===== src/assert_macros.svh =====
// Assertion helpers for the RTL. Each macro expects clk_i and rst_ni in scope.
`ifndef ASSERT_MACROS_SVH
`define ASSERT_MACROS_SVH

// Property checked at every clock edge outside reset.
`define ASSERT_ALWAYS(label, prop, msg) \
  label: assert property (@(posedge clk_i) disable iff (!rst_ni) (prop)) else $error(msg);

// Implication checked at every clock edge outside reset.
`define ASSERT_IMPLY(label, ante, cons, msg) \
  label: assert property (@(posedge clk_i) disable iff (!rst_ni) (ante) |-> (cons)) \
    else $error(msg);

`endif


===== src/psi_pkg.sv =====
package psi_pkg;

  // Field widths.
  localparam int CoordW = 32;
  localparam int NormW  = 16;
  localparam int ProdW  = NormW + CoordW;
  localparam int DistW  = 50;
  localparam int DenW   = DistW + 1;
  localparam int MagW   = DistW;
  localparam int FracW  = 16;
  localparam int QW     = 32;
  localparam int OffShift = 14;

  // Configuration port.
  localparam int AddrW = 4;
  localparam int DataW = 32;

  localparam logic signed [NormW-1:0] NormZReset = 16'sd16384;

  localparam logic [QW-1:0] TMax = 32'h7FFF_FFFF;
  localparam logic [QW-1:0] TMin = 32'h8000_0000;

  typedef enum logic [1:0] {
    SIDE_FRONT = 2'd0,
    SIDE_BACK  = 2'd1,
    SIDE_ON    = 2'd2
  } side_e;

  typedef enum logic [1:0] {
    REG_NORMAL_X     = 2'd0,
    REG_NORMAL_Y     = 2'd1,
    REG_NORMAL_Z     = 2'd2,
    REG_PLANE_OFFSET = 2'd3
  } reg_idx_e;

  // Plane held in the configuration registers.
  typedef struct packed {
    logic signed [NormW-1:0]  nx;
    logic signed [NormW-1:0]  ny;
    logic signed [NormW-1:0]  nz;
    logic signed [CoordW-1:0] offset;
  } plane_t;

  // One stage of the divider pipeline.
  typedef struct packed {
    logic            valid;
    logic [MagW-1:0] md;
    logic [MagW-1:0] rem;
    logic [QW-1:0]   dvd;
    logic [QW-1:0]   quo;
    logic            ovf;
    logic            neg;
    logic            par;
    side_e           start_side;
    side_e           end_side;
  } div_t;

  function automatic side_e side_of(logic signed [DistW-1:0] f);
    side_e s;
    if (f > 0) begin
      s = SIDE_FRONT;
    end else if (f < 0) begin
      s = SIDE_BACK;
    end else begin
      s = SIDE_ON;
    end
    return s;
  endfunction

endpackage


===== src/psi_div_step.sv =====
module psi_div_step (
  input  logic          clk_i,
  input  logic          rst_ni,
  input  logic          en_i,
  input  psi_pkg::div_t d_i,
  output psi_pkg::div_t d_o
);
  import psi_pkg::*;

  div_t            stage_q;
  logic [MagW:0]   trial;
  logic [MagW:0]   diff;
  logic            fits;

  // One restoring step: bring down the next dividend bit and try a subtract.
  assign trial = {d_i.rem, d_i.dvd[QW-1]};
  assign diff  = trial - {1'b0, d_i.md};
  assign fits  = trial >= {1'b0, d_i.md};

  always_ff @(posedge clk_i or negedge rst_ni) begin
    if (!rst_ni) begin
      stage_q <= '0;
    end else if (en_i) begin
      stage_q.valid      <= d_i.valid;
      stage_q.md         <= d_i.md;
      stage_q.rem        <= fits ? diff[MagW-1:0] : trial[MagW-1:0];
      stage_q.dvd        <= {d_i.dvd[QW-2:0], 1'b0};
      stage_q.quo        <= {d_i.quo[QW-2:0], fits};
      stage_q.ovf        <= d_i.ovf;
      stage_q.neg        <= d_i.neg;
      stage_q.par        <= d_i.par;
      stage_q.start_side <= d_i.start_side;
      stage_q.end_side   <= d_i.end_side;
    end
  end

  assign d_o = stage_q;

endmodule


===== config.mk =====
export PLATFORM = sky130hd
export DESIGN_NAME = psi_div_step
export DESIGN_NICKNAME = d
export VERILOG_FILES = /design/src/assert_macros.svh /design/src/psi_pkg.sv /design/src/psi_div_step.sv
export SDC_FILE = /design/constraint.sdc
export NUM_CORES = 1
export LEC_CHECK = 0
export BUFFER_PORTS_ARGS = -buffer_cell sky130_fd_sc_hd__buf_2
export CORE_MARGIN = 2
export CORE_UTILIZATION = 40
export CTS_CLUSTER_DIAMETER = 30
export CTS_CLUSTER_SIZE = 24
export DETAILED_ROUTE_END_ITERATION = 12
export GPL_TIMING_DRIVEN = 0
export PLACE_DENSITY_LB_ADDON = 0.12
export SLEW_MARGIN = 20
export SYNTH_ARGS = -nofsm -noshare
export SYNTH_HDL_FRONTEND = slang
export SYNTH_SLANG_ARGS = --single-unit
export TNS_END_PERCENT = 1

===== constraint.sdc =====
create_clock -name clk_i -period 1.6 [get_ports clk_i]
set_input_delay 0 -clock clk_i [delete_from_list [all_inputs] [get_ports clk_i]]
set_output_delay 0 -clock clk_i [all_outputs]
set_load 0.005 [all_outputs]

======== After elaboration in Yosys (flattened, before gate mapping) ========
Index checks and enable logic that the tools add are counted.
word-level totals
  register bits after elaboration ......... 171
  bits in latches ......................... 0
  bits in writable memories ............... 0
  bits in read-only memories .............. 0
  logic and storage cells ................. 13
  memories ................................ 0
operators by class
  add/sub/neg operators ................... 1
  multiply operators ...................... 0
  divide/modulo/power cells ............... 0
  magnitude comparators ................... 1
  equality and inequality tests ........... 0
  shift-type cells ........................ 0
  mux-type cells .......................... 1
  bitwise operators ....................... 0
  reductions and logical operators ........ 0
operators by type and width
  cell              number
  $ge A51 B50 Y1    1
  $mux W50          1
  $sub A50 B50 Y50  1

======== Longest topological paths before layout ========
  word-level depth ........................ 2
  mapped depth ............................ 15
  depth with buffers taken out ............ 14

======== Worst setup path after synthesis ========
OpenSTA, ideal clock, no wires.
  kind .................................... in2reg
  start point ............................. input d_i[70] in the netlist's numbering
  end point ............................... register stage_q (netlist bit d_o[99])
  arrival time ............................ 2544 ps
  required time ........................... 1523 ps
  path slack .............................. -1021 ps
  stages .................................. 14
  buffers on the path ..................... 0
  cells stage by stage .................... inv_1 -> ha_1 -> inv_1 -> fa_1 -> a21oi_1 -> nor3_1 -> nor4b_2 -> o31ai_1 -> a2111o_1 -> a31o_2 -> a21oi_1 -> xnor2_1 -> mux2i_1 -> a21oi_1
on the way
  longest elaborated chain between the ends .. 2
  elaborated cells between the ends (all ways) .. 3
RTL lines
  what                                                line                                    text
  start: declaration                                  psi_div_step.sv:5                       input psi_pkg::div_t d_i,
  $sub A50 B50 Y50 or $ge A51 B50 Y1 (tied branches)  psi_div_step.sv:17, psi_div_step.sv:18
  $mux W50 (*)                                        psi_div_step.sv:26                      stage_q.rem <= fits ? diff[MagW-1:0] : trial[MagW-1:0];
  end: declaration                                    psi_div_step.sv:10                      div_t stage_q;
Every way passes the cells marked *; elsewhere a longest branch is shown, timed or not.
A chain may end at the register's enable or synchronous reset.

======== Worst setup path in the final report ========
  start point ............................. input d_i[71] in the netlist's numbering
  end point ............................... register stage_q (netlist bit d_o[120])
The elaborated chain is that of the path after synthesis.

==> flow_metrics.tcl <==
set metrics [dict create \
    slowest_stage "sky130_fd_sc_hd__a211oi_2" \
    synth-seq-area-share_pct 44.0 \
    boundaryPins 347 \
    worst_hold_path_type "primary input to register" \
    reg2reg_from "d_o[115]" \
    setup_slack_ns -0.841 \
    routed-wl-met2_um 15900 \
    post-synth-top-area-cell "sky130_fd_sc_hd__dfrtp_1" \
    place.gp.congestion 0.889 \
    crit_path_max_fanout 5 \
    vias 9556 \
    synthArstFlopShare_pct 100 \
    worst_setup_path_start_kind "primary input" \
    placed_area_mm2 0.0119 \
    initial_utilization_pct 40.4 \
    numPlacedInstances 1653 \
    finish.instance_area_mm2 0.0147 \
    die-height_um 160 \
    fin_crit_share_pct 153 \
    largest_register_ff_count 171 \
    vias_in_the_first_global_route 9883 \
    dp_hpwl_um 23000 \
    cap_violations 0 \
    clk_pin_slew_worst_paths_ns 0.07 \
    grt_start_max_net_pins 94 \
    critical_path.most_common_cell "sky130_fd_sc_hd__buf_4" \
    cell_count_after_synthesis 985 \
    dr.pass1.iters 5 \
    clock_insertion_delay_worst_skew_ns 0.44 \
    p_total_mw 13.3 \
    routedLengthMet1_um 13800 \
    arr_time_crit_path_ns 2.77 \
    worst_setup_path_end_kind "register" \
    final-max-slew-violation-count 0 \
    routedWlPerCell_um 17.5 \
    dr.first_iter.drc_count 509 \
    drive_above_1_share_pct 37.5 \
    synth_largest_type_area_fraction_pct 44.0 \
    startpoint "d_i[71]" \
    detailroute.wirelength.met3_um 2060 \
    power_per_cell_area_mw_per_mm2 904 \
    outcome "complete, but fails checks" \
    synthesis.area_mm2 0.00973 \
    ys_warn_count 0 \
    drt_drc_violations_left 0 \
    grt_pass1_wl_um 51800 \
    synth_cell_types 64 \
    final_net_count 1756 \
    crit_path_max_incr_delay_ns 0.37 \
    r2r_slack_ns 0.67 \
    syn2layout_area_growth_pct 50.7 \
    slew_of_the_pin_with_the_lowest_slew_margin_ns 0.910 \
    core_region_area_mm2 0.0241 \
    initial_antenna_violation_count 5 \
    port_buffers 343 \
    drt-vias-per-instance 5.11 \
    worstPathCellList "buf_4 -> ha_4 -> nor2b_4 -> o2111ai_2 -> a211oi_2 -> o211ai_1 -> buf_4 -> a211oi_4 -> o21ai_2 -> o21a_4 -> or3_1 -> mux2_4 -> a31o_1" \
    timing.setup.critical_path_class "primary input to register" \
    max_slew_margin_pct 39.4 \
    syn-mean-instance-area_um2 9.88 \
    finClkSkew_ns 0 \
    cts_buffers 17 \
    die_area_mm2 0.0256 \
    cts.root.buffer_cell "sky130_fd_sc_hd__clkbuf_16" \
    finalSetupViolations 51 \
    synth-edff-count 0 \
    holdCritStartpoint "d_i[121]" \
    row_count 57 \
    max-vdd-ir-drop_mv 0.660 \
    timing.final.hold_violations 0 \
    fin_cells 1871 \
    p_leak_nw 6.97 \
    postSynthRegisterBits 171 \
    ys_top_cells_by_area "sky130_fd_sc_hd__dfrtp_1 (44%), sky130_fd_sc_hd__mux2_2 (14%), sky130_fd_sc_hd__ha_1 (6.4%), sky130_fd_sc_hd__nand2_1 (4.1%), sky130_fd_sc_hd__a21oi_1 (3.7%)" \
    cts_tree "done" \
    postSynth.topFlopCell "sky130_fd_sc_hd__dfrtp_1" \
    failing_checks "negative setup slack" \
    postRouteAntennaNets 0 \
    max_clock_freq_ghz 0.410 \
    die_w_um 160 \
    max-clock-path-buffers 2 \
    rsz0062_at_grt "yes" \
    finalWirelength_um 32700 \
    total_routing_usage_reported_by_global_routing_pct 25.6 \
    syn_nets 1211 \
    highest_layer "met4" \
    pre_cts_setup_slack_ns -1.79 \
    clock_sink_count 171 \
    post-route-min-period_ns 2.44 \
    critical_path_required_ns 1.93 \
    cts_htree_levels 4 \
    postLayoutCoreUtil_pct 60.8 \
    grt-ovfl-total 0 \
]
-- routing by layer --
| layer | up-vias | GRT usage (%) |
|---|---|---|
| li1 | 4573 | - |
| met1 | 4604 | 32.7 |
| met2 | 318 | 43.1 |
| met3 | 61 | 5.32 |
| met4 | 0 | 9.13 |
| met5 | - | 0 |
-- path summary, 6_finish.rpt --
check                      endpoint  cells past startpoint
hold / removal              d_o[71]                      5
min in group asynchronous    d_o[4]                      2
max in group asynchronous  d_o[102]                      3
setup reg to reg           d_o[115]                      3
hold reg to reg            d_o[133]                      1
setup / recovery           d_o[120]                     13
-- power by group --
part	switching, mW	internal (mW)	total [mW]	leakage, nW
logic	1.91	1.91	3.82	4.69
registers	0.271	4.86	5.13	1.98
clock network	2.14	2.16	4.30	0.296
total	4.32	8.93	13.3	6.97
-- worst max-delay path: cells and delay by family --
family / cells / cell delay [ns]
compound gates: 7 / 1.50
fa+ha+maj: 1 / 0.26
buf+inv: 2 / 0.31
mux: 1 / 0.26
simple gates: 2 / 0.44
-- cells in the mapped netlist, types with 15 or more instances --
library cell               number
sky130_fd_sc_hd__nor2_1        80
sky130_fd_sc_hd__nand3_1       15
sky130_fd_sc_hd__inv_1         64
sky130_fd_sc_hd__dfrtp_1      171
sky130_fd_sc_hd__a21oi_1       71
sky130_fd_sc_hd__nand2_1      105
sky130_fd_sc_hd__xnor2_1       28
sky130_fd_sc_hd__ha_1          50
sky130_fd_sc_hd__clkbuf_1      37
sky130_fd_sc_hd__o21ai_0       30
sky130_fd_sc_hd__a31oi_1       39
sky130_fd_sc_hd__a21o_1        21
sky130_fd_sc_hd__mux2_2       123
-- area by class of cell --
type                       count  area [um2]
fill                        2234        9440
tap                          324         405
buffer                        50         314
antenna                        4        10.0
timing repair buffer         528        3570
clock buffer                  18         439
sequential                   171        4280
multi-input combinational    698        5230
inverter                      64         240
clock inverter                14         168
-- cell usage in the layout, fill, tap and decap left out, drive strengths merged, types with 31 or more instances in the layout --
| cell type | instances |
|---|---|
| dfrtp | 171 |
| o21ai | 31 |
| nand2 | 105 |
| buf | 371 |
| a21oi | 72 |
| nor2 | 80 |
| inv | 72 |
| clkbuf | 54 |
| mux2 | 123 |
| ha | 50 |
| dlygate4sd3 | 171 |
| a31oi | 39 |
-- what timing repair did --
action                                  in CTS  in global routing
hold buffers                               171                  0
endpoints found under the hold margin      248                  0
pin swaps                                   14                  4
buffers inserted                            13                  0
endpoints found under the setup margin      51                 51
gates resized for setup                     69                 18
-- cell families after synthesis --
logic type                 count (synthesis)  synth area share, %
AOI/OAI and AO/OA                        217                 14.1
xor gates and xnor gates                  42                 3.78
adders and majority gates                 51                 6.63
buffers and inverters                    116                 4.67
DFF                                      171                 44.0
muxes                                    130                 15.0
other                                      1               0.0385
and+or+nand+nor                          257                 11.8
-- through the flow --
stage	setup TNS (ns)	hold slack, ns
4_1_cts	-33.75	0.0636
2_1_floorplan	-36.84	-0.296
5_1_grt	-40.04	0.0895
3_5_place_dp	-100.51	0.0303
3_3_place_gp	-505.74	0.231
6_report	-32.48	0.0743
(Power assumes the default switching activity.)
