`src/assert_macros.svh`:
```
// Assertion helpers for the RTL. Each macro expects clk_i and rst_ni in scope.
`ifndef ASSERT_MACROS_SVH
`define ASSERT_MACROS_SVH

// Property checked at every clock edge outside reset.
`define ASSERT_ALWAYS(label, prop, msg) \
  label: assert property (@(posedge clk_i) disable iff (!rst_ni) (prop)) else $error(msg);

// Implication checked at every clock edge outside reset.
`define ASSERT_IMPLY(label, ante, cons, msg) \
  label: assert property (@(posedge clk_i) disable iff (!rst_ni) (ante) |-> (cons)) \
    else $error(msg);

`endif

```
`src/psi_pkg.sv`:
```
package psi_pkg;

  // Field widths.
  localparam int CoordW = 32;
  localparam int NormW  = 16;
  localparam int ProdW  = NormW + CoordW;
  localparam int DistW  = 50;
  localparam int DenW   = DistW + 1;
  localparam int MagW   = DistW;
  localparam int FracW  = 16;
  localparam int QW     = 32;
  localparam int OffShift = 14;

  // Configuration port.
  localparam int AddrW = 4;
  localparam int DataW = 32;

  localparam logic signed [NormW-1:0] NormZReset = 16'sd16384;

  localparam logic [QW-1:0] TMax = 32'h7FFF_FFFF;
  localparam logic [QW-1:0] TMin = 32'h8000_0000;

  typedef enum logic [1:0] {
    SIDE_FRONT = 2'd0,
    SIDE_BACK  = 2'd1,
    SIDE_ON    = 2'd2
  } side_e;

  typedef enum logic [1:0] {
    REG_NORMAL_X     = 2'd0,
    REG_NORMAL_Y     = 2'd1,
    REG_NORMAL_Z     = 2'd2,
    REG_PLANE_OFFSET = 2'd3
  } reg_idx_e;

  // Plane held in the configuration registers.
  typedef struct packed {
    logic signed [NormW-1:0]  nx;
    logic signed [NormW-1:0]  ny;
    logic signed [NormW-1:0]  nz;
    logic signed [CoordW-1:0] offset;
  } plane_t;

  // One stage of the divider pipeline.
  typedef struct packed {
    logic            valid;
    logic [MagW-1:0] md;
    logic [MagW-1:0] rem;
    logic [QW-1:0]   dvd;
    logic [QW-1:0]   quo;
    logic            ovf;
    logic            neg;
    logic            par;
    side_e           start_side;
    side_e           end_side;
  } div_t;

  function automatic side_e side_of(logic signed [DistW-1:0] f);
    side_e s;
    if (f > 0) begin
      s = SIDE_FRONT;
    end else if (f < 0) begin
      s = SIDE_BACK;
    end else begin
      s = SIDE_ON;
    end
    return s;
  endfunction

endpackage

```
`src/psi_out.sv`:
```
`include "assert_macros.svh"

module psi_out (
  input  logic                          clk_i,
  input  logic                          rst_ni,
  input  psi_pkg::div_t                 div_i,
  output logic                          en_o,
  output logic                          out_valid_o,
  input  logic                          out_ready_i,
  output logic signed [psi_pkg::QW-1:0] crossing_t_o,
  output logic                          is_parallel_o,
  output logic                          is_saturated_o,
  output logic [1:0]                    start_side_o,
  output logic [1:0]                    end_side_o
);
  import psi_pkg::*;

  typedef struct packed {
    logic [QW-1:0] t;
    logic          par;
    logic          sat;
    side_e         start_side;
    side_e         end_side;
  } res_t;

  res_t res_d, out_q, skid_q;
  logic out_valid_q, skid_full_q;
  logic take, incoming;

  // Sign, saturation and the parallel case.
  always_comb begin
    res_d.par        = div_i.par;
    res_d.start_side = div_i.start_side;
    res_d.end_side   = div_i.end_side;
    res_d.sat        = 1'b0;
    res_d.t          = div_i.quo;
    if (div_i.par) begin
      res_d.t = '0;
    end else if (div_i.ovf) begin
      res_d.sat = 1'b1;
      res_d.t   = div_i.neg ? TMin : TMax;
    end else if (div_i.neg) begin
      if (div_i.quo > TMin) begin
        res_d.sat = 1'b1;
        res_d.t   = TMin;
      end else begin
        res_d.t = -div_i.quo;
      end
    end else if (div_i.quo > TMax) begin
      res_d.sat = 1'b1;
      res_d.t   = TMax;
    end
  end

  assign en_o     = !skid_full_q;
  assign take     = out_valid_q && out_ready_i;
  assign incoming = en_o && div_i.valid;

  // Output register with one skid entry behind it.
  always_ff @(posedge clk_i or negedge rst_ni) begin
    if (!rst_ni) begin
      out_valid_q <= 1'b0;
      skid_full_q <= 1'b0;
    end else if (skid_full_q) begin
      if (take) begin
        skid_full_q <= 1'b0;
      end
    end else if (incoming) begin
      if (!out_valid_q || take) begin
        out_valid_q <= 1'b1;
      end else begin
        skid_full_q <= 1'b1;
      end
    end else if (take) begin
      out_valid_q <= 1'b0;
    end
  end

  always_ff @(posedge clk_i) begin
    if (skid_full_q) begin
      if (take) begin
        out_q <= skid_q;
      end
    end else if (incoming) begin
      if (!out_valid_q || take) begin
        out_q <= res_d;
      end else begin
        skid_q <= res_d;
      end
    end
  end

  assign out_valid_o    = out_valid_q;
  assign crossing_t_o   = signed'(out_q.t);
  assign is_parallel_o  = out_q.par;
  assign is_saturated_o = out_q.sat;
  assign start_side_o   = out_q.start_side;
  assign end_side_o     = out_q.end_side;

  `ASSERT_IMPLY(a_skid_behind_out, skid_full_q, out_valid_q, "skid filled with output empty")
  `ASSERT_IMPLY(a_parallel_zero, out_valid_q && out_q.par, (out_q.t == '0) && !out_q.sat,
    "parallel result carries nonzero t or saturation")
  `ASSERT_IMPLY(a_sat_clamped, out_valid_q && out_q.sat, (out_q.t == TMax) || (out_q.t == TMin),
    "saturated result not clamped to a range limit")

endmodule

```
`config.mk`:
```
export PLATFORM = sky130hd
export DESIGN_NAME = psi_out
export DESIGN_NICKNAME = d
export VERILOG_FILES = /design/src/psi_pkg.sv /design/src/psi_out.sv
export VERILOG_INCLUDE_DIRS = /design/src /design/src/src
export SDC_FILE = /design/constraint.sdc
export NUM_CORES = 1
export LEC_CHECK = 0
export BUFFER_PORTS_ARGS = -buffer_cell sky130_fd_sc_hd__buf_2
export CORE_ASPECT_RATIO = 0.8
export CORE_UTILIZATION = 50
export DETAILED_ROUTE_END_ITERATION = 10
export PLACE_DENSITY_LB_ADDON = 0.05
export SLEW_MARGIN = 10
export SYNTH_ARGS = -nofsm -noshare
export SYNTH_HDL_FRONTEND = slang
export SYNTH_SLANG_ARGS = --single-unit
```
`constraint.sdc`:
```
create_clock -name clk_i -period 8.4 [get_ports clk_i]
set_input_delay 0.84 -clock clk_i [delete_from_list [all_inputs] [get_ports clk_i]]
set_output_delay 0.84 -clock clk_i [all_outputs]
set_load 0.02 [all_outputs]
```
[Word-level counts from Yosys, hierarchy flattened]
Index checks and enable logic that the tools add are counted.
Storage, ports and cells
  bits in registers: 78
  memories: 0
  bits in read-only memories: 0
  memory bits (writable): 0
  latch bits: 0
  bits of input ports: 175
Operators by class
  reductions and logical operators: 11
  multipliers: 0
  eq/ne operators: 2
  order comparisons: 2
  add/sub/neg operators: 1
  bitwise gates (word level): 2
  div/mod/pow operators: 0
  shift-type cells: 0
  mux-type cells: 22
Operator list (count)
  32-bit two-way mux: 6
  38-bit two-way mux: 4
  32-bit by 31-bit greater-than comparator with 1-bit output, second input constant: 1
  32-bit greater-than comparator, second input constant: 1
  32-bit negator: 1
  1-bit two-way mux: 12
  3-bit AND reduction: 3
  2-bit nonzero test: 3
  2-bit by 1-bit inequality test with 1-bit output, second input constant: 2
  1-bit logical AND: 2
  1-bit logical NOT: 2
  1-bit inverter: 2
  1-bit logical OR: 1

[Logic depth before layout (Yosys ltp)]
  word-level depth: 8
  mapped depth: 9
  mapped depth without buffers: 7

[Worst setup path before layout]
OpenSTA, ideal clock, no wires.
  kind: input -> register
  start point: in div_i[171] (netlist name)
  end point: reg out_q, in the netlist crossing_t_o[0], enable pin
  required time: 7.954 ns
  path buffers: 0
  slack: 5.153 ns
  stages on the path: 2
  arrival time: 2.801 ns
  cells stage by stage: nand2_1 -> a21oi_1
On the way
  word-level cells in the longest chain between the ends: 3
RTL lines
  from (decl): RTL line psi_out.sv:6  | input psi_pkg::div_t div_i,
  1-bit logical AND: RTL line psi_out.sv:57  | assign incoming = en_o && div_i.valid;
  2-bit nonzero test (no line)
  3-bit AND reduction (no line)
  to (signal assigned): RTL line psi_out.sv:82  | out_q <= skid_q;
  to (signal assigned): RTL line psi_out.sv:86  | out_q <= res_d;
  to (decl): RTL line psi_out.sv:26  | res_t res_d, out_q, skid_q;
No other way between the ends.
A chain may end at the register's enable or synchronous reset.

[Final worst setup path]
  start point: in div_i[7] (netlist name)
  end point: reg out_q, in the netlist crossing_t_o[11] (data pin)
On the way
  word-level cells in the longest chain between the ends: 8
  elaborated cells between the ends (all ways): 11
RTL lines
  32-bit negator, or another cell as far along: RTL line psi_out.sv:47  | res_d.t = -div_i.quo;
  32-bit two-way mux (on tied branches): RTL line psi_out.sv:43, psi_out.sv:49
  32-bit two-way mux *: RTL line psi_out.sv:42  | end else if (div_i.neg) begin
  32-bit two-way mux *: RTL line psi_out.sv:39  | end else if (div_i.ovf) begin
  32-bit two-way mux *: RTL line psi_out.sv:37  | if (div_i.par) begin
  38-bit two-way mux *: RTL line psi_out.sv:85  | if (!out_valid_q || take) begin
  38-bit two-way mux *: RTL line psi_out.sv:84  | end else if (incoming) begin
  38-bit two-way mux *: RTL line psi_out.sv:80  | if (skid_full_q) begin
Every way passes the cells marked *; elsewhere a longest branch is shown, timed or not. The select of a mux whose other input is x is not followed.

==> results by group <==
Floorplanning
  • Total die area: 0.00913 mm^2
  • Standard-cell rows: 30
  • Die height: 85.7 um
  • Core area: 0.00848 mm^2
  • Starting Density: 0.516
  • Die X: 107 um
  • Io pins: 215

Layout
  • Final #Nets: 671
  • Fillers: 739
  • Most frequent cells in the layout: buf_2 (82), edfxtp_1 (76), nand2_1 (46)
  • Layout cells sized above 1: 0.246
  • Most common cell after layout, fill and taps aside: buf_2
  • ANT cells: 0
  • Area delta synth->final: 16.4%

Routing
  • Avg WL per Cell: 18.9 um
  • DR vias: 3,819
  • Routed WL: 11,600 um
  • DR iter-0 viols: 382
  • DR pass1 iterations: 5
  • DRC viols: 0
  • Vias per inst: 6.24
  • ANT nets after route: 0

Placement
  • GP Congestion: 0.924
  • DP HPWL: 7780 um
  • IO buf count: 82
  • Setup WS pre-CTS: 4.12 ns

Worst setup path
  • CP Max Fanout: 27
  • Crit Reg-Reg Startpoint: skid_full_q$_DFF_PN0_
  • Highest-delay cell along the critical path: o31ai_4
  • FF-to-FF setup slack: 5.86 ns
  • Worst Path Required: 8.56 ns
  • Crit-path max cell delay: 0.90 ns
  • Critical Path AT: 4.17 ns
  • Crit path cell chain: buf_2 -> inv_1 -> ha_1 -> nor3b_2 -> nand4_1 -> o31ai_4 -> a21oi_2 -> buf_4 -> o41ai_1
  • R2R cell count: 5
  • Crit Reg-Reg Endpoint: crossing_t_o[8]$_DFFE_PP_
  • Crit. End Element: flop
  • Startpoint types: input port
  • Critical path type: input port to flop

Min path
  • Min-delay worst type: input port to async pin

Synthesis
  • Cell count after synthesis: 427
  • Seq/Total Area, Yosys: 0.533
  • Yosys cell types: 55
  • Seq cells post-synth: 78
  • Synth warn: 0
  • Ys flop type: edfxtp_1
  • Ys async rst share: 0.0256
  • Synth Cell Area: 0.00438 mm^2
  • Post-synth EDFFs: 76
  • Mean Syn Cell Area: 10.2 um^2
  • Post-Syn Nets: 603

Timing
  • Final setup margin: 4.39 ns
  • Clk_skew: 0.0116 ns
  • F_max: 0.249 GHz
  • Worst-Margin Slew: 1.01 ns
  • Setup_tns: 0 ns
  • RSZ-0062 raised after global routing: no
  • Period utilization: 0.478
  • Final Hold Violating Endpoints: 0
  • Final Max Slew Viols: 0
  • Count of final setup violators: 0
  • Minimum clock period: 4.01 ns
  • Slew HR: 0.326

Global routing
  • Vias in the first global route: 3,546
  • Total GRT Usage: 0.265
  • Met1 Use GR: 0.394
  • Met2 global-route usage: 0.395
  • Largest net degree at the start of global routing: 63
  • Initial antenna violation count: 0
  • Grt met3 use: 0.0486
  • First-pass GRT wire length: 18,600 um
  • GRT busiest layer: met2
  • Total global routing overflow: 0

Clock network
  • Worst-Skew Late Latency: 0.35 ns
  • CTS clk-pin slew, worst paths: 0.09 ns
  • CTS tree: done
  • CTS Buffer Depth: 2
  • Postcts setup bufs: 0
  • Num CTS Buffers: 9
  • H-tree depth: 3
  • # hold bufs at CTS: 0
  • Post-CTS Resized: 0
  • Clk sinks: 78
  • Root buf cell: clkbuf_8

Pwr
  • Pwr dens: 282 mW/mm^2
  • Worst VDD drop: 0.270 mV
  • Pleak: 1.85 nW

Run status
  • Status: finished, final reports clean

Run
  • Max-Cap Viols: 0
[state kept, by name (all words and copies together) (netlist names)]
signal          flops
is_parallel_o       1
skid_q             38
skid_full_q         1
out_valid_o         1
is_saturated_o      1
end_side_o          2
start_side_o        2
crossing_t_o       32
[stage by stage]
step                      cells  instance area [um^2]  total power [mW]  utilization  hold slack, ns
final                       612                  5100              1.44        0.601           0.259
after global routing        612                  5100              1.51        0.601           0.232
after CTS                   612                  5100              1.45        0.601           0.243
after detailed placement    596                  4850              1.10        0.572           0.506
after global placement      596                  4850              1.09        0.572           0.499
after floorplan             427                  4380             0.943            -           0.493
[per-layer routing]
metal | share of wire | vias to the layer above | wire length [um]
met4 | 0.011 | 0 | 131
li1 | - | 1816 | -
met5 | 0 | - | 0
met3 | 0.075 | 12 | 864
met1 | 0.47 | 1816 | 5440
met2 | 0.44 | 175 | 5120
[kinds of logic (layout without fill, tap and decap cells)]
logic type / Yosys count / in the layout / synth area share
buffers and inverters: 41 / 114 / 0.0394
adders and majority gates: 1 / 1 / 0.00286
AOI/OAI and AO/OA: 126 / 126 / 0.204
xor gates and xnor gates: 2 / 2 / 0.00400
DFF: 78 / 78 / 0.533
muxes: 7 / 7 / 0.0180
and+or+nand+nor: 172 / 172 / 0.199
[layout make-up]
type | count | area [um^2] | area share
Multi-Input combinational cell | 308 | 1890 | 0.370
Clock buffer | 10 | 128 | 0.0250
Clock inverter | 6 | 118 | 0.0231
Tap cell | 112 | 140 | 0.0275
Inverter | 11 | 41.3 | 0.00810
Timing Repair Buffer | 87 | 448 | 0.0879
Sequential cell | 78 | 2330 | 0.458
[worst max-delay path by stage]
stage | slack, ns | start | end
floorplan | 5.15 | div_i[171] | crossing_t_o[0]$_DFFE_PP_
global placement | 4.06 | div_i[7] | crossing_t_o[11]$_DFFE_PP_
detailed placement | 4.12 | div_i[7] | crossing_t_o[11]$_DFFE_PP_
CTS | 4.46 | div_i[7] | crossing_t_o[11]$_DFFE_PP_
global route | 4.20 | div_i[7] | crossing_t_o[11]$_DFFE_PP_
finish | 4.39 | div_i[7] | crossing_t_o[11]$_DFFE_PP_
[critical path: cells and delay by family]
family / cells / cell delay [ns]
fa+ha+maj: 1 / 0.17
compound gates: 3 / 1.49
simple gates: 2 / 1.18
buf+inv: 3 / 0.47
[cell usage after synthesis, types with 3 or more instances]
| library cell | instances | area [um^2] |
|---|---|---|
| edfxtp_1 | 76 | 2280 |
| nand2_1 | 46 | 173 |
| nor2_1 | 41 | 154 |
| a21oi_1 | 26 | 130 |
| clkbuf_1 | 25 | 93.8 |
| o31ai_1 | 24 | 180 |
| nor3_1 | 19 | 95.1 |
| o21ai_0 | 19 | 95.1 |
| nor4_1 | 17 | 106 |
| a31oi_1 | 11 | 68.8 |
| inv_1 | 10 | 37.5 |
| or4_1 | 8 | 60.1 |
| mux2_2 | 7 | 78.8 |
| and3_1 | 6 | 37.5 |
| nand4_1 | 6 | 37.5 |
| or3_1 | 6 | 37.5 |
| and2_1 | 5 | 31.3 |
| o22ai_1 | 5 | 31.3 |
| a21o_1 | 4 | 30.0 |
| and4_1 | 4 | 35.0 |
| nand3_1 | 4 | 20.0 |
| o211ai_1 | 4 | 30.0 |
| a211o_1 | 3 | 26.3 |
| a311oi_1 | 3 | 26.3 |
| a41oi_1 | 3 | 26.3 |
| buf_2 | 3 | 15.0 |
| nand2b_1 | 3 | 18.8 |
| o41ai_2 | 3 | 48.8 |
[power by group]
| part | switching (mW) | internal [mW] |
|---|---|---|
| Sequential | 0.0264 | 0.582 |
| Clock | 0.148 | 0.201 |
| Combinational | 0.336 | 0.145 |
Power figures use the tool's default switching activity.
