--- src/assert_macros.svh ---
// Assertion helpers for the RTL. Each macro expects clk_i and rst_ni in scope.
`ifndef ASSERT_MACROS_SVH
`define ASSERT_MACROS_SVH

// Property checked at every clock edge outside reset.
`define ASSERT_ALWAYS(label, prop, msg) \
  label: assert property (@(posedge clk_i) disable iff (!rst_ni) (prop)) else $error(msg);

// Implication checked at every clock edge outside reset.
`define ASSERT_IMPLY(label, ante, cons, msg) \
  label: assert property (@(posedge clk_i) disable iff (!rst_ni) (ante) |-> (cons)) \
    else $error(msg);

`endif

--- src/psi_pkg.sv ---
package psi_pkg;

  // Field widths.
  localparam int CoordW = 32;
  localparam int NormW  = 16;
  localparam int ProdW  = NormW + CoordW;
  localparam int DistW  = 50;
  localparam int DenW   = DistW + 1;
  localparam int MagW   = DistW;
  localparam int FracW  = 16;
  localparam int QW     = 32;
  localparam int OffShift = 14;

  // Configuration port.
  localparam int AddrW = 4;
  localparam int DataW = 32;

  localparam logic signed [NormW-1:0] NormZReset = 16'sd16384;

  localparam logic [QW-1:0] TMax = 32'h7FFF_FFFF;
  localparam logic [QW-1:0] TMin = 32'h8000_0000;

  typedef enum logic [1:0] {
    SIDE_FRONT = 2'd0,
    SIDE_BACK  = 2'd1,
    SIDE_ON    = 2'd2
  } side_e;

  typedef enum logic [1:0] {
    REG_NORMAL_X     = 2'd0,
    REG_NORMAL_Y     = 2'd1,
    REG_NORMAL_Z     = 2'd2,
    REG_PLANE_OFFSET = 2'd3
  } reg_idx_e;

  // Plane held in the configuration registers.
  typedef struct packed {
    logic signed [NormW-1:0]  nx;
    logic signed [NormW-1:0]  ny;
    logic signed [NormW-1:0]  nz;
    logic signed [CoordW-1:0] offset;
  } plane_t;

  // One stage of the divider pipeline.
  typedef struct packed {
    logic            valid;
    logic [MagW-1:0] md;
    logic [MagW-1:0] rem;
    logic [QW-1:0]   dvd;
    logic [QW-1:0]   quo;
    logic            ovf;
    logic            neg;
    logic            par;
    side_e           start_side;
    side_e           end_side;
  } div_t;

  function automatic side_e side_of(logic signed [DistW-1:0] f);
    side_e s;
    if (f > 0) begin
      s = SIDE_FRONT;
    end else if (f < 0) begin
      s = SIDE_BACK;
    end else begin
      s = SIDE_ON;
    end
    return s;
  endfunction

endpackage

--- src/psi_regs.sv ---
module psi_regs (
  input  logic                      clk_i,
  input  logic                      rst_ni,
  input  logic                      psel,
  input  logic                      penable,
  input  logic                      pwrite,
  input  logic [psi_pkg::AddrW-1:0] paddr,
  input  logic [psi_pkg::DataW-1:0] pwdata,
  output logic [psi_pkg::DataW-1:0] prdata,
  output logic                      pready,
  output psi_pkg::plane_t           plane_o
);
  import psi_pkg::*;

  plane_t   plane_q;
  reg_idx_e idx;
  logic     wr_en;

  assign idx    = reg_idx_e'(paddr[AddrW-1:2]);
  assign wr_en  = psel && penable && pwrite;
  assign pready = 1'b1;

  // Register writes complete in the access phase.
  always_ff @(posedge clk_i or negedge rst_ni) begin
    if (!rst_ni) begin
      plane_q.nx     <= '0;
      plane_q.ny     <= '0;
      plane_q.nz     <= NormZReset;
      plane_q.offset <= '0;
    end else if (wr_en) begin
      case (idx)
        REG_NORMAL_X:     plane_q.nx     <= pwdata[NormW-1:0];
        REG_NORMAL_Y:     plane_q.ny     <= pwdata[NormW-1:0];
        REG_NORMAL_Z:     plane_q.nz     <= pwdata[NormW-1:0];
        REG_PLANE_OFFSET: plane_q.offset <= pwdata[CoordW-1:0];
        default:          plane_q        <= plane_q;
      endcase
    end
  end

  // Read data, zero extended.
  always_comb begin
    case (idx)
      REG_NORMAL_X:     prdata = DataW'(unsigned'(plane_q.nx));
      REG_NORMAL_Y:     prdata = DataW'(unsigned'(plane_q.ny));
      REG_NORMAL_Z:     prdata = DataW'(unsigned'(plane_q.nz));
      REG_PLANE_OFFSET: prdata = DataW'(unsigned'(plane_q.offset));
      default:          prdata = '0;
    endcase
  end

  assign plane_o = plane_q;

endmodule

--- config.mk ---
export PLATFORM = sky130hd
export DESIGN_NAME = psi_regs
export DESIGN_NICKNAME = d
export VERILOG_FILES = /design/src/assert_macros.svh /design/src/psi_pkg.sv /design/src/psi_regs.sv
export SDC_FILE = /design/constraint.sdc
export NUM_CORES = 1
export LEC_CHECK = 0
export ABC_AREA = 1
export BUFFER_PORTS_ARGS = -buffer_cell sky130_fd_sc_hd__clkbuf_2
export CORE_MARGIN = 2
export CORE_UTILIZATION = 52
export CTS_CLUSTER_SIZE = 25
export DETAILED_ROUTE_END_ITERATION = 8
export PLACE_DENSITY = 0.92
export SLEW_MARGIN = 20
export SYNTH_ARGS = -nofsm -noshare
export SYNTH_HDL_FRONTEND = slang
export SYNTH_SLANG_ARGS = --single-unit
--- constraint.sdc ---
create_clock -name clk_i -period 1.35 [get_ports clk_i]
set_input_delay 0.135 -clock clk_i [delete_from_list [all_inputs] [get_ports clk_i]]
set_output_delay 0.135 -clock clk_i [all_outputs]
set_load 0.01 [all_outputs]
# After elaboration in Yosys (flattened, before gate mapping)
# Index checks and enable logic that the tools add are counted.
[word_totals]
register_bits = 80
output_inout_bits = 113
wordCells = 15
[op_classes]
eq_ne = 3
n_mux = 1
reduce_logical = 7
[op_table]
columns = ["op", "n"]
rows = [
  ["$pmux W32 S4", 1],
  ["$reduce_and A2 Y1", 4],
  ["$eq A2 B2 Y1 const B", 2],
  ["$eq A2 B1 Y1 const B", 1],
  ["$logic_and A1 B1 Y1", 2],
  ["$logic_not A2 Y1", 1],
]

# Longest topological paths before layout
# Gate-level depths: netlist of the first run.
[logic_depth]
word_depth = 3
mapped_depth = 8
mapped_depth_nobuf = 6

# Least setup slack after synthesis of the first run
# OpenSTA, ideal clock, no wires.
[synth_path]
path_type = "input port to output port"
start = "in paddr[3] (netlist bit)"
end = "out prdata[0] (netlist bit)"
arrival_ns = 0.795
required_time_ns = 1.215
slack_ns = 0.420
cell_stages = 5
path_cell_list = "buf_6 nor2_4 buf_2 nand2_1 nand4_1"
[synth_via]
elab_chain_len = 2
elab_cells_between_ends = 5
cone_classes = "eq/ne (3); mux (1); reduce/logical (1)"
[synth_rtl]
columns = ["element", "line", "rtl"]
rows = [
  ["start: declaration", "psi_regs.sv:7", "input logic [psi_pkg::AddrW-1:0] paddr,"],
  ["$eq A2 B2 Y1, or another cell as far along", "psi_regs.sv:43", "case (idx)"],
  ["$pmux W32 S4 *", "psi_regs.sv:43", ""],
  ["end: declaration", "psi_regs.sv:9", "output logic [psi_pkg::DataW-1:0] prdata,"],
]
# Every way passes the cells marked *; elsewhere a longest branch is shown, timed or not.

# Worst setup path after layout of the first run
[layout_path]
start = "reg plane_q (netlist bit plane_o[46])"
end = "out prdata[14] (netlist bit)"
[layout_via]
elab_chain_len = 1
[layout_rtl]
columns = ["element", "line", "rtl"]
rows = [
  ["start: declaration", "psi_regs.sv:15", "plane_t plane_q;"],
  ["start signal: assignment", "psi_regs.sv:36", "default: plane_q <= plane_q;"],
  ["$pmux W32 S4", "psi_regs.sv:43", ""],
]
# No other way between the ends.

==> results of run 1 <==
## worst max-delay path: cells and delay by family, from the launching register on
family	cells	cell delay, ps
buf+inv	1	130
flops	1	550
simple gates	2	160
## power groups by stage
stage / clock network (uW) / logic [uW] / registers, uW
global route: 2130 / 2130 / 3380
detailed placement: 0 / 1870 / 3350
CTS: 2040 / 1910 / 3310
global placement: 0 / 1790 / 3330
floorplan: 0 / 712 / 3510
finish: 2020 / 1910 / 3330
## cell type report
| type | instances | area (um^2) | share of cell area, % |
|---|---|---|---|
| clock buffers | 14 | 173 | 3.44 |
| clock inverters | 2 | 60.1 | 1.20 |
| multi-input cells | 353 | 1510 | 30.1 |
| inverters | 22 | 87.6 | 1.75 |
| repair buffers | 182 | 1060 | 21.1 |
| flip-flops and latches | 80 | 2000 | 40.0 |
| well taps | 99 | 124 | 2.47 |
## per-stage QoR
stage | instances | area [um^2]
2_1_floorplan | 480 | 3770
5_1_grt | 752 | 5010
3_5_place_dp | 720 | 4620
4_1_cts | 751 | 5000
3_3_place_gp | 720 | 4620
6_report | 752 | 5010
## final timing paths
| path | cells past startpoint | startpoint | to |
|---|---|---|---|
| worst max-delay path | 3 | plane_o[46]$_DFFE_PN1P_ | prdata[14] |
| worst min-delay path | 3 | pwdata[17] | plane_o[17]$_DFFE_PN0P_ |
| worst max register to register | 2 | plane_o[46]$_DFFE_PN1P_ | plane_o[46]$_DFFE_PN1P_ |
| worst min register to register | 2 | plane_o[46]$_DFFE_PN1P_ | plane_o[46]$_DFFE_PN1P_ |
| max in group asynchronous | 3 | rst_ni | plane_o[19]$_DFFE_PN0P_ |
| min in group asynchronous | 2 | rst_ni | plane_o[38]$_DFFE_PN0P_ |
## Yosys cell counts
master	instances	area (um^2)
buf_2	12	60.1
buf_4	6	45.0
buf_6	5	56.3
clkbuf_1	2	7.51
conb_1	1	3.75
dfrtp_1	79	1980
dfstp_2	1	26.3
inv_1	18	67.6
inv_2	2	7.51
inv_4	2	12.5
nand2_1	257	965
nand2_2	6	37.5
nand2_4	2	22.5
nand3_1	48	240
nand3_2	1	10.0
nand4_1	16	100
nor2_1	16	60.1
nor2_4	6	67.6
## cell usage in the layout, fill, tap and decap left out, drive strengths merged
master | Yosys | layout
conb | 1 | 1
inv | 22 | 22
buf | 23 | 18
dfstp | 1 | 1
nand2 | 265 | 265
dlygate4sd3 | 0 | 16
nand3 | 49 | 49
dfrtp | 79 | 79
bufinv | 0 | 2
clkbuf | 2 | 162
nor2 | 22 | 22
nand4 | 16 | 16
## cell families after synthesis
logic type / Yosys count
and+or+nand+nor: 352
DFF: 80
buffers and inverters: 47
other: 1
## metal layers
metal	global-route usage (%)	vias to the layer above
met1	36.6	1796
met3	5.82	33
met4	11.4	0
met2	50.2	246
met5	0	-
li1	-	1829
## what timing repair did
item | in CTS | in global routing
hold buffers | 15 | 1
endpoints found under the hold margin | 79 | 1
setup endpoints to repair | 0 | 1
resized for setup | 0 | 1
==> metrics.md, run 1 <==
| Metric | Value |
|---|---|
| Outcome | finished clean |
| Crit Path Class | flip-flop to primary output |
| RSZ-0062 raised after global routing | false |
| Root cell of the clock tree | clkbuf_8 |
| Avg WL per Cell | 15.3 um |
| Clock group share of total power | 27.8% |
| Critical path arrival | 1180 ps |
| Worst setup margin | 35.9 ps |
| Die W | 89.1 um |
| Comb power frac | 26.3% |
| Post-Route Skew | 0 ps |
| Xor/xnor share of the synthesized area | 0% |
| Synth Area in Adders | 0% |
| Die Span Y | 89.1 um |
| GPL Wtd Cong | 0.837 |
| Max Fanout on Critical Path | 3 |
| Clock sinks | 80 |
| Final hold slack | 26.1 ps |
| Final WL | 11.5 mm |
| Net switching power | 2380 uW |
| Main combinational cell family by area after synthesis | simple AND/OR/NAND/NOR gates |
| Max Fclk | 0.761 GHz |
| Endpoints failing hold | 0 |
| Setup-failing EPs final | 0 |
| Final period util | 97.3% |
| Setup Fix Bufs, Post-CTS | 0 |
| Slew Viols, Final | 0 |
| Slowest CP cell | dfstp_2 |
| Antenna Violating Nets Remaining | 0 |
| Overflow after GRT | 0 |
| Gate Count Post-Synth | 480 |
| Total of max-cap violations | 0 |
| Largest net degree at the start of global routing | 44 |
| Net Sw Frac | 32.9% |
| Synth Warn # | 0 |
| Post-synthesis compound-gate area fraction | 0% |
| Area Growth Syn to Fin | 33.1% |
| First-pass GRT wire length | 17.5 mm |
| Initial Util | 52.8% |
| Fin nets | 689 |
| Hold crit path type | primary input to flip-flop |
| Total number of vias | 3904 |
| Largest stage delay on the critical path | 550 ps |
| Layout cells sized above 1 | 30.6% |
| Reg clk slew, reported paths | 80 ps |
| Power Total | 7250 uW |
| Global-route usage over all layers | 29.3% |
| CTS H-tree depth | 3 |
| Die ar. | 7940 um^2 |
| Worst Setup End Kind | primary output |
| Initial antenna violation count | 0 |
| Final design utilization | 70.2% |
| Worst vdd ir | 706 uV |
| Mapped Avg Cell Area | 7.85 um^2 |
| Post-synthesis sequential element count | 80 |
| P_leak | 0.00289 uW |
| DR pass1 iterations | 5 |
| Post-Synth Simple-Gate Area | 39.9% |
| WP data required | 1220 ps |
| Max reg flops | 80 |
| Fillers | 579 |
| Post-Syn Nets | 521 |
| Type of origin of the critical path | flip-flop |
| Vias in the first global route | 3591 |
| TritonCTS Buffers | 9 |
| Antenna cells | 0 |
| Post-Route M1 WL | 4.51 mm |
| Internal power | 4870 uW |
| Distinct cells, synth | 18 |
| R2R setup slack | 610 ps |
| Post-DP HPWL | 7.73 mm |
| Port Buf Inserts | 150 |
| Clock Latency Late Sink | 340 ps |
| Highest Signal Layer | met4 |
| Met3 wire len | 1.05 mm |
| Post-synthesis mux area share | 0% |
| Pwr Density | 1450 nW/um^2 |
| WL met2 | 5.72 mm |
| Cell area after synthesis | 3770 um^2 |
| Pre-CTS setup slack | 18.7 ps |
| Sequential area share after synthesis | 53.2% |
| CTS tree | built |
| DR vias/cell | 5.19 |
| Core Footprint | 7140 um^2 |
| Maximum root-to-sink buffer count | 2 |
| Crit path time final | 1310 ps |
| Final setup TNS | 0 ps |
| Row Count | 31 |
| Residual DRC | 0 |
| Sequential Power Share | 45.9% |
| Worst-path cell chain | nand3_1 > nand4_1 > buf_2 |
| Iter 0 DRT Violations | 214 |
| I/O Pins | 154 |
Note: power is estimated with default switching activity, not from simulation.
==> run 2: changes to the inputs <==
Settings changed: CORE_MARGIN 2 to not set, CORE_UTILIZATION 52 to 44, PLACE_DENSITY 0.92 to 0.84.
Clock period 1.35 ns to 1.14 ns, I/O delays scaled along.
==> run 2 against run 1 <==
Compared with the run above:
- the run now ends with setup timing left
- die area grew 13%
- count of clock-buffer cells in the layout grew 1
- first-iteration DRC count grew 3.7%
- register-to-register slack lost 360 ps
- highest routed layer unchanged
==> metrics.md, run 2 (synthesis gave the netlist of run 1 again) <==
| Metric | Value |
|---|---|
| Outcome | finished, violations left |
| Failing checks | setup timing |
| Antenna Violating Nets Remaining | 0 (unchanged) |
| Post-Route Skew | 0 ps (unchanged) |
| Worst vdd ir | 966 uV (+37%) |
| Die ar. | 8930 um^2 (+13%) |
| Hold Path Stages | 3 (unchanged) |
| Largest net degree at the start of global routing | 81 (+84%) |
| Die Span Y | 94.5 um (+6.1%) |
| Slew Viols, Final | 0 (unchanged) |
| Core Footprint | 8260 um^2 (+16%) |
| Clock Latency Late Sink | 340 ps (about the same) |
| Fin area | 5770 um^2 (+15%) |
| Hold crit path type | primary input to flip-flop |
| Max Fclk | 0.804 GHz |
| Port Buf Inserts | 150 (unchanged) |
| P_leak | 0.00333 uW (+15%) |
| Die W | 94.5 um (+6.1%) |
| Avg WL per Cell | 15.3 um (-0.23%) |
| GPL Wtd Cong | 0.776 (-7.3%) |
| Worst Setup End Kind | primary output |
| Residual DRC | 0 (unchanged) |
| Vias in the first global route | 4071 (+13%) |
| RSZ-0062 raised after global routing | true |
| Reg clk slew, reported paths | 70 ps (about the same) |
| Clock sinks | 80 (unchanged) |
| CTS tree | built |
| First-pass GRT wire length | 19.2 mm (+9.9%) |
| Global-route usage over all layers | 28.3% (-0.96 points) |
| Maximum root-to-sink buffer count | 2 (unchanged) |
| Pre-CTS setup slack | -31.4 ps (-50.1 ps) |
| Crit path time final | 1240 ps |
| Pwr Density | 1590 nW/um^2 (+10%) |
| Post-DP HPWL | 7.91 mm (+2.3%) |
| Row Count | 33 (+6.5%) |
| Final period util | 109% |
| WP data required | 1030 ps (-190 ps) |
| Root cell of the clock tree | clkbuf_8 |
| Commonest non-fill, non-tap cells in the layout | 257 x nand2_1, 112 x clkbuf_2, 79 x buf_4, 79 x dfrtp_1, 43 x nand3_1 |
| Fin nets | 768 (+11%) |
| Layout cells sized above 1 | 38.3% (+7.6 points) |
| Worst setup margin | -104 ps (-140 ps) |
| Total number of vias | 4263 (+9.2%) |
| Type of origin of the critical path | flip-flop |
| Post-DP Area | 4780 um^2 (+3.4%) |
| Final WL | 12.8 mm (+11%) |
| CTS H-tree depth | 3 (unchanged) |
| Setup-failing EPs final | 16 (+16) |
| Crit Path Class | flip-flop to primary output |
| Overflow after GRT | 0 (unchanged) |
| Critical path arrival | 1130 ps (-50 ps) |
| Max Fanout on Critical Path | 2 (-1) |
| TritonCTS Buffers | 9 (unchanged) |
| Antenna cells | 0 (unchanged) |
| DR pass1 iterations | 5 (unchanged) |
| I/O Pins | 154 (unchanged) |
| Initial antenna violation count | 0 (unchanged) |
| Total of max-cap violations | 0 (unchanged) |
| Max reg flops | 80 (unchanged) |
| Iter 0 DRT Violations | 222 (+3.7%) |
| Endpoints failing hold | 0 (unchanged) |
| Most common cell after layout, fill and taps aside | nand2_1 |
| DR vias/cell | 5.09 (-1.9%) |
| Final hold slack | 19.0 ps (-7.11 ps) |
| Worst R2R Path Depth | 4 (+2) |
| Initial Util | 45.6% (-7.2 points) |
| Area Growth Syn to Fin | 53.2% |
## run 2: worst paths after layout
check,start,to,slack [ps]
setup / recovery,plane_o[46]$_DFFE_PN1P_,prdata[14],-100
hold / removal,pwdata[14],plane_o[46]$_DFFE_PN1P_,20
setup reg to reg,plane_o[36]$_DFFE_PN0P_,plane_o[36]$_DFFE_PN0P_,250
hold reg to reg,plane_o[25]$_DFFE_PN0P_,plane_o[25]$_DFFE_PN0P_,500
max in group asynchronous,rst_ni,plane_o[38]$_DFFE_PN0P_,440
min in group asynchronous,rst_ni,plane_o[18]$_DFFE_PN0P_,310
## run 2: power by group
| part | internal (uW) | leakage (uW) | switching (uW) |
|---|---|---|---|
| Sequential | 3420 | 0.00101 | 409 |
| Combinational | 1670 | 0.00222 | 1680 |
| Clock | 1080 | 0.0000919 | 932 |
| Total | 6170 | 0.00333 | 3020 |
## run 2: timing repair
item | CTS | global route
pin swaps | 34 | 35
endpoints found under the setup margin | 19 | 44
endpoints found under the hold margin | 95 | 0
resized for setup | 1 | 63
setup buffers | 59 | 9
hold buffers | 17 | 0
## run 2: layer usage
| layer | share of wire (%) | global-route usage, % |
|---|---|---|
| met1 | 39 | 33.7 |
| met2 | 51 | 50.8 |
| met3 | 7.8 | 5.48 |
| met4 | 1.9 | 9.97 |
| met5 | 0 | 0 |
## run 2: worst max-delay path, cell delays in order (launching register included)
cell	delay [ps]
dfstp_2	540
nand3_2	60
nand4_1	70
buf_2	130
## run 2: metrics by stage
stage,std cells,total power [uW],setup TNS (ps),utilization (%)
5_1_grt,837,9700,-1800,69.8
3_3_place_gp,736,6120,-13.3,57.8
6_report,837,9190,-589,69.8
2_1_floorplan,480,5000,0,-
3_5_place_dp,736,6220,-216,57.8
4_1_cts,828,8890,-500,67.6
## run 2: cell type report
| class | instances | area [um^2] |
|---|---|---|
| clock buffers | 15 | 156 |
| clock inverters | 1 | 30.0 |
| fillers | 637 | 2490 |
| inverters | 22 | 87.6 |
| multi-input cells | 353 | 1530 |
| flip-flops and latches | 80 | 2000 |
| well taps | 105 | 131 |
| repair buffers | 261 | 1830 |
==> run 3: changes to the inputs <==
Settings changed: BUFFER_PORTS_ARGS -buffer_cell sky130_fd_sc_hd__clkbuf_2 to -buffer_cell sky130_fd_sc_hd__buf_4.
==> run 3 against run 2 <==
Compared with the run above:
- the flow still finishes with violations (setup timing)
- clock power is 26% higher
- combinational power rose by 25%
- final cell count grew 1.2%
- die area unchanged
- power up 16%
==> metrics.md, run 3 (synthesis gave the netlist of run 1 again) <==
| Metric | Value |
|---|---|
| Worst vdd ir | 1170 uV (+21%) |
| Clock sinks | 80 (unchanged) |
| P_leak | 0.00352 uW (+5.6%) |
| Total of max-cap violations | 0 (unchanged) |
| CTS tree | built |
| I/O Pins | 154 (unchanged) |
| Die ar. | 8930 um^2 (unchanged) |
| DR pass1 iterations | 8 (+3) |
| Pre-CTS setup slack | 37.8 ps (+69.2 ps) |
| Slew Viols, Final | 0 (unchanged) |
| Avg WL per Cell | 17.3 um (+13%) |
| Global-route usage over all layers | 31.9% (+3.6 points) |
| Setup-failing EPs final | 28 (+12) |
| Final period util | 114% (+5.3 points) |
| Final design utilization | 78.4% (+8.5 points) |
| Non-Filler Instances | 847 (+1.2%) |
| Layout cells sized above 1 | 38.5% (+0.29 points) |
| Area Growth Syn to Fin | 71.8% |
| Largest stage delay on the critical path | 400 ps (-140 ps) |
| Most common cell after layout, fill and taps aside | nand2_1 |
| Family with the most delay on the worst path | flip-flops |
| Hold crit path type | primary input to flip-flop |
| Vias in the first global route | 4485 (+10%) |
| Max reg flops | 80 (unchanged) |
| Fillers | 526 (-17%) |
| Fin nets | 778 (+1.3%) |
| DR vias/cell | 5.37 (+5.4%) |
| Maximum root-to-sink buffer count | 2 (unchanged) |
| Worst setup margin | -164 ps (-60.3 ps) |
| Pwr Density | 1640 nW/um^2 (+3.1%) |
| Hold path start | pwdata[7] |
| Register area | 2000 um^2 (unchanged) |
| Crit. Startpoint | plane_o[34]$_DFFE_PN0P_ |
| Worst Setup End Kind | primary output |
| WP data required | 1030 ps (about the same) |
| Power Total | 10600 uW (+16%) |
| Reg clk slew, reported paths | 100 ps (+30 ps) |
| Area of the multi-input gates | 1530 um^2 (-0.16%) |
| Final WL | 14.6 mm (+14%) |
| GPL Wtd Cong | 0.805 (+3.7%) |
| Root cell of the clock tree | clkbuf_8 |
| Core Footprint | 8260 um^2 (unchanged) |
| Worst Path Buf+Inv | 1 (unchanged) |
| First-pass GRT wire length | 21.6 mm (+13%) |
| Failing checks | setup timing |
| Post-DP HPWL | 7.86 mm (-0.58%) |
| Die Span Y | 94.5 um (unchanged) |
| Outcome | finished, violations left |
| Row Count | 33 (unchanged) |
| Initial Util | 45.6% (unchanged) |
| Overflow after GRT | 0 (unchanged) |
| Crit Path Class | flip-flop to primary output |
| Antenna Violating Nets Remaining | 0 (unchanged) |
| Iter 0 DRT Violations | 257 (+16%) |
| Commonest non-fill, non-tap cells in the layout | 257 x nand2_1, 154 x buf_4, 80 x buf_6 |
| Endpoints failing hold | 0 (unchanged) |
| Clock Latency Late Sink | 350 ps (about the same) |
| Worst-path cell chain | nand3_1 > nand4_1 > buf_4 |
| CTS H-tree depth | 3 (unchanged) |
| Post-DP Area | 5070 um^2 (+6.1%) |
| Worst r2r src | plane_o[44]$_DFFE_PN0P_ |
| Slowest CP cell | dfrtp_1 |
| Max Fclk | 0.767 GHz (-4.6%) |
| Largest net degree at the start of global routing | 81 (unchanged) |
| TritonCTS Buffers | 9 (unchanged) |
| Type of origin of the critical path | flip-flop |
| Initial antenna violation count | 0 (unchanged) |
| Max Fanout on Critical Path | 2 (unchanged) |
| Fin area | 6470 um^2 (+12%) |
| Total number of vias | 4547 (+6.7%) |
| Antenna cells | 0 (unchanged) |
| RSZ-0062 raised after global routing | true |
| Post-Route Skew | 0 ps (unchanged) |
| Critical path arrival | 1190 ps (+60 ps) |
| Residual DRC | 0 (unchanged) |
| Die W | 94.5 um (unchanged) |
| Placed cells | 730 (-0.82%) |
| Port Buf Inserts | 150 (unchanged) |
| Crit path time final | 1300 ps (+60.3 ps) |
==> run 3: cell count changes in the layout (fill, tap and decap cells not counted), moves of 3 or more <==
cell           previous run  this run
buf_2                    26         0
inv_2                     2         7
clkbuf_2                112         0
buf_4                    79       154
inv_1                    18        13
dlygate4sd3_1            17        32
nand3_2                   6         2
buf_12                    8         5
buf_6                    19        80
nor2_1                   16        11
nor2_2                    0         4
nand3_1                  43        47
clkbuf_1                  5         0
==> run 3: worst min-delay path, stage by stage <==
cell and delay [ps]:
buf_4 110, nand2_1 50, nand2_1 50
==> run 3: path summary, 6_finish.rpt <==
kind,end,slack [ps],cells after the start
setup / recovery,prdata[2],-160,3
setup reg to reg,plane_o[44]$_DFFE_PN0P_,230,4
max in group asynchronous,plane_o[59]$_DFFE_PN0P_,470,3
min in group asynchronous,plane_o[18]$_DFFE_PN0P_,290,3
hold / removal,plane_o[55]$_DFFE_PN0P_,20,3
hold reg to reg,plane_o[23]$_DFFE_PN0P_,520,2
==> run 3: layout make-up <==
type / instances / share of cell area, %
well taps: 105 / 2.03
multi-input cells: 353 / 23.6
repair buffers: 271 / 38.3
clock inverters: 7 / 1.84
clock buffers: 9 / 1.91
inverters: 22 / 1.35
flip-flops and latches: 80 / 31.0
==> run 3: power breakdown <==
| group | leakage [uW] | total [uW] | switching (uW) | internal, uW |
|---|---|---|---|---|
| Clock | 0.000116 | 2530 | 1070 | 1460 |
| Combinational | 0.00239 | 4180 | 1830 | 2360 |
| Sequential | 0.00101 | 3920 | 500 | 3420 |
| Total | 0.00352 | 10600 | 3400 | 7240 |
==> run 3: repair_timing <==
item,4_1_cts,5_1_grt
hold buffers,32,0
setup endpoints to repair,22,83
hold endpoints to repair,139,0
buffers inserted,59,10
gates resized for setup,6,86
pin swaps,30,22
==> run 3: per-layer routing <==
layer | wire [um] | GRT usage, %
met5 | 0 | 0
met4 | 649 | 16.9
met2 | 7420 | 54.2
met3 | 1290 | 5.96
met1 | 5270 | 38.5
==> run 3: per-stage QoR <==
stage,hold slack [ps],setup TNS (ps)
floorplan,-182,0
global placement,167,0
detailed placement,173,0
CTS,1.59,-1090
global route,17.9,-3210
finish,23.0,-1740
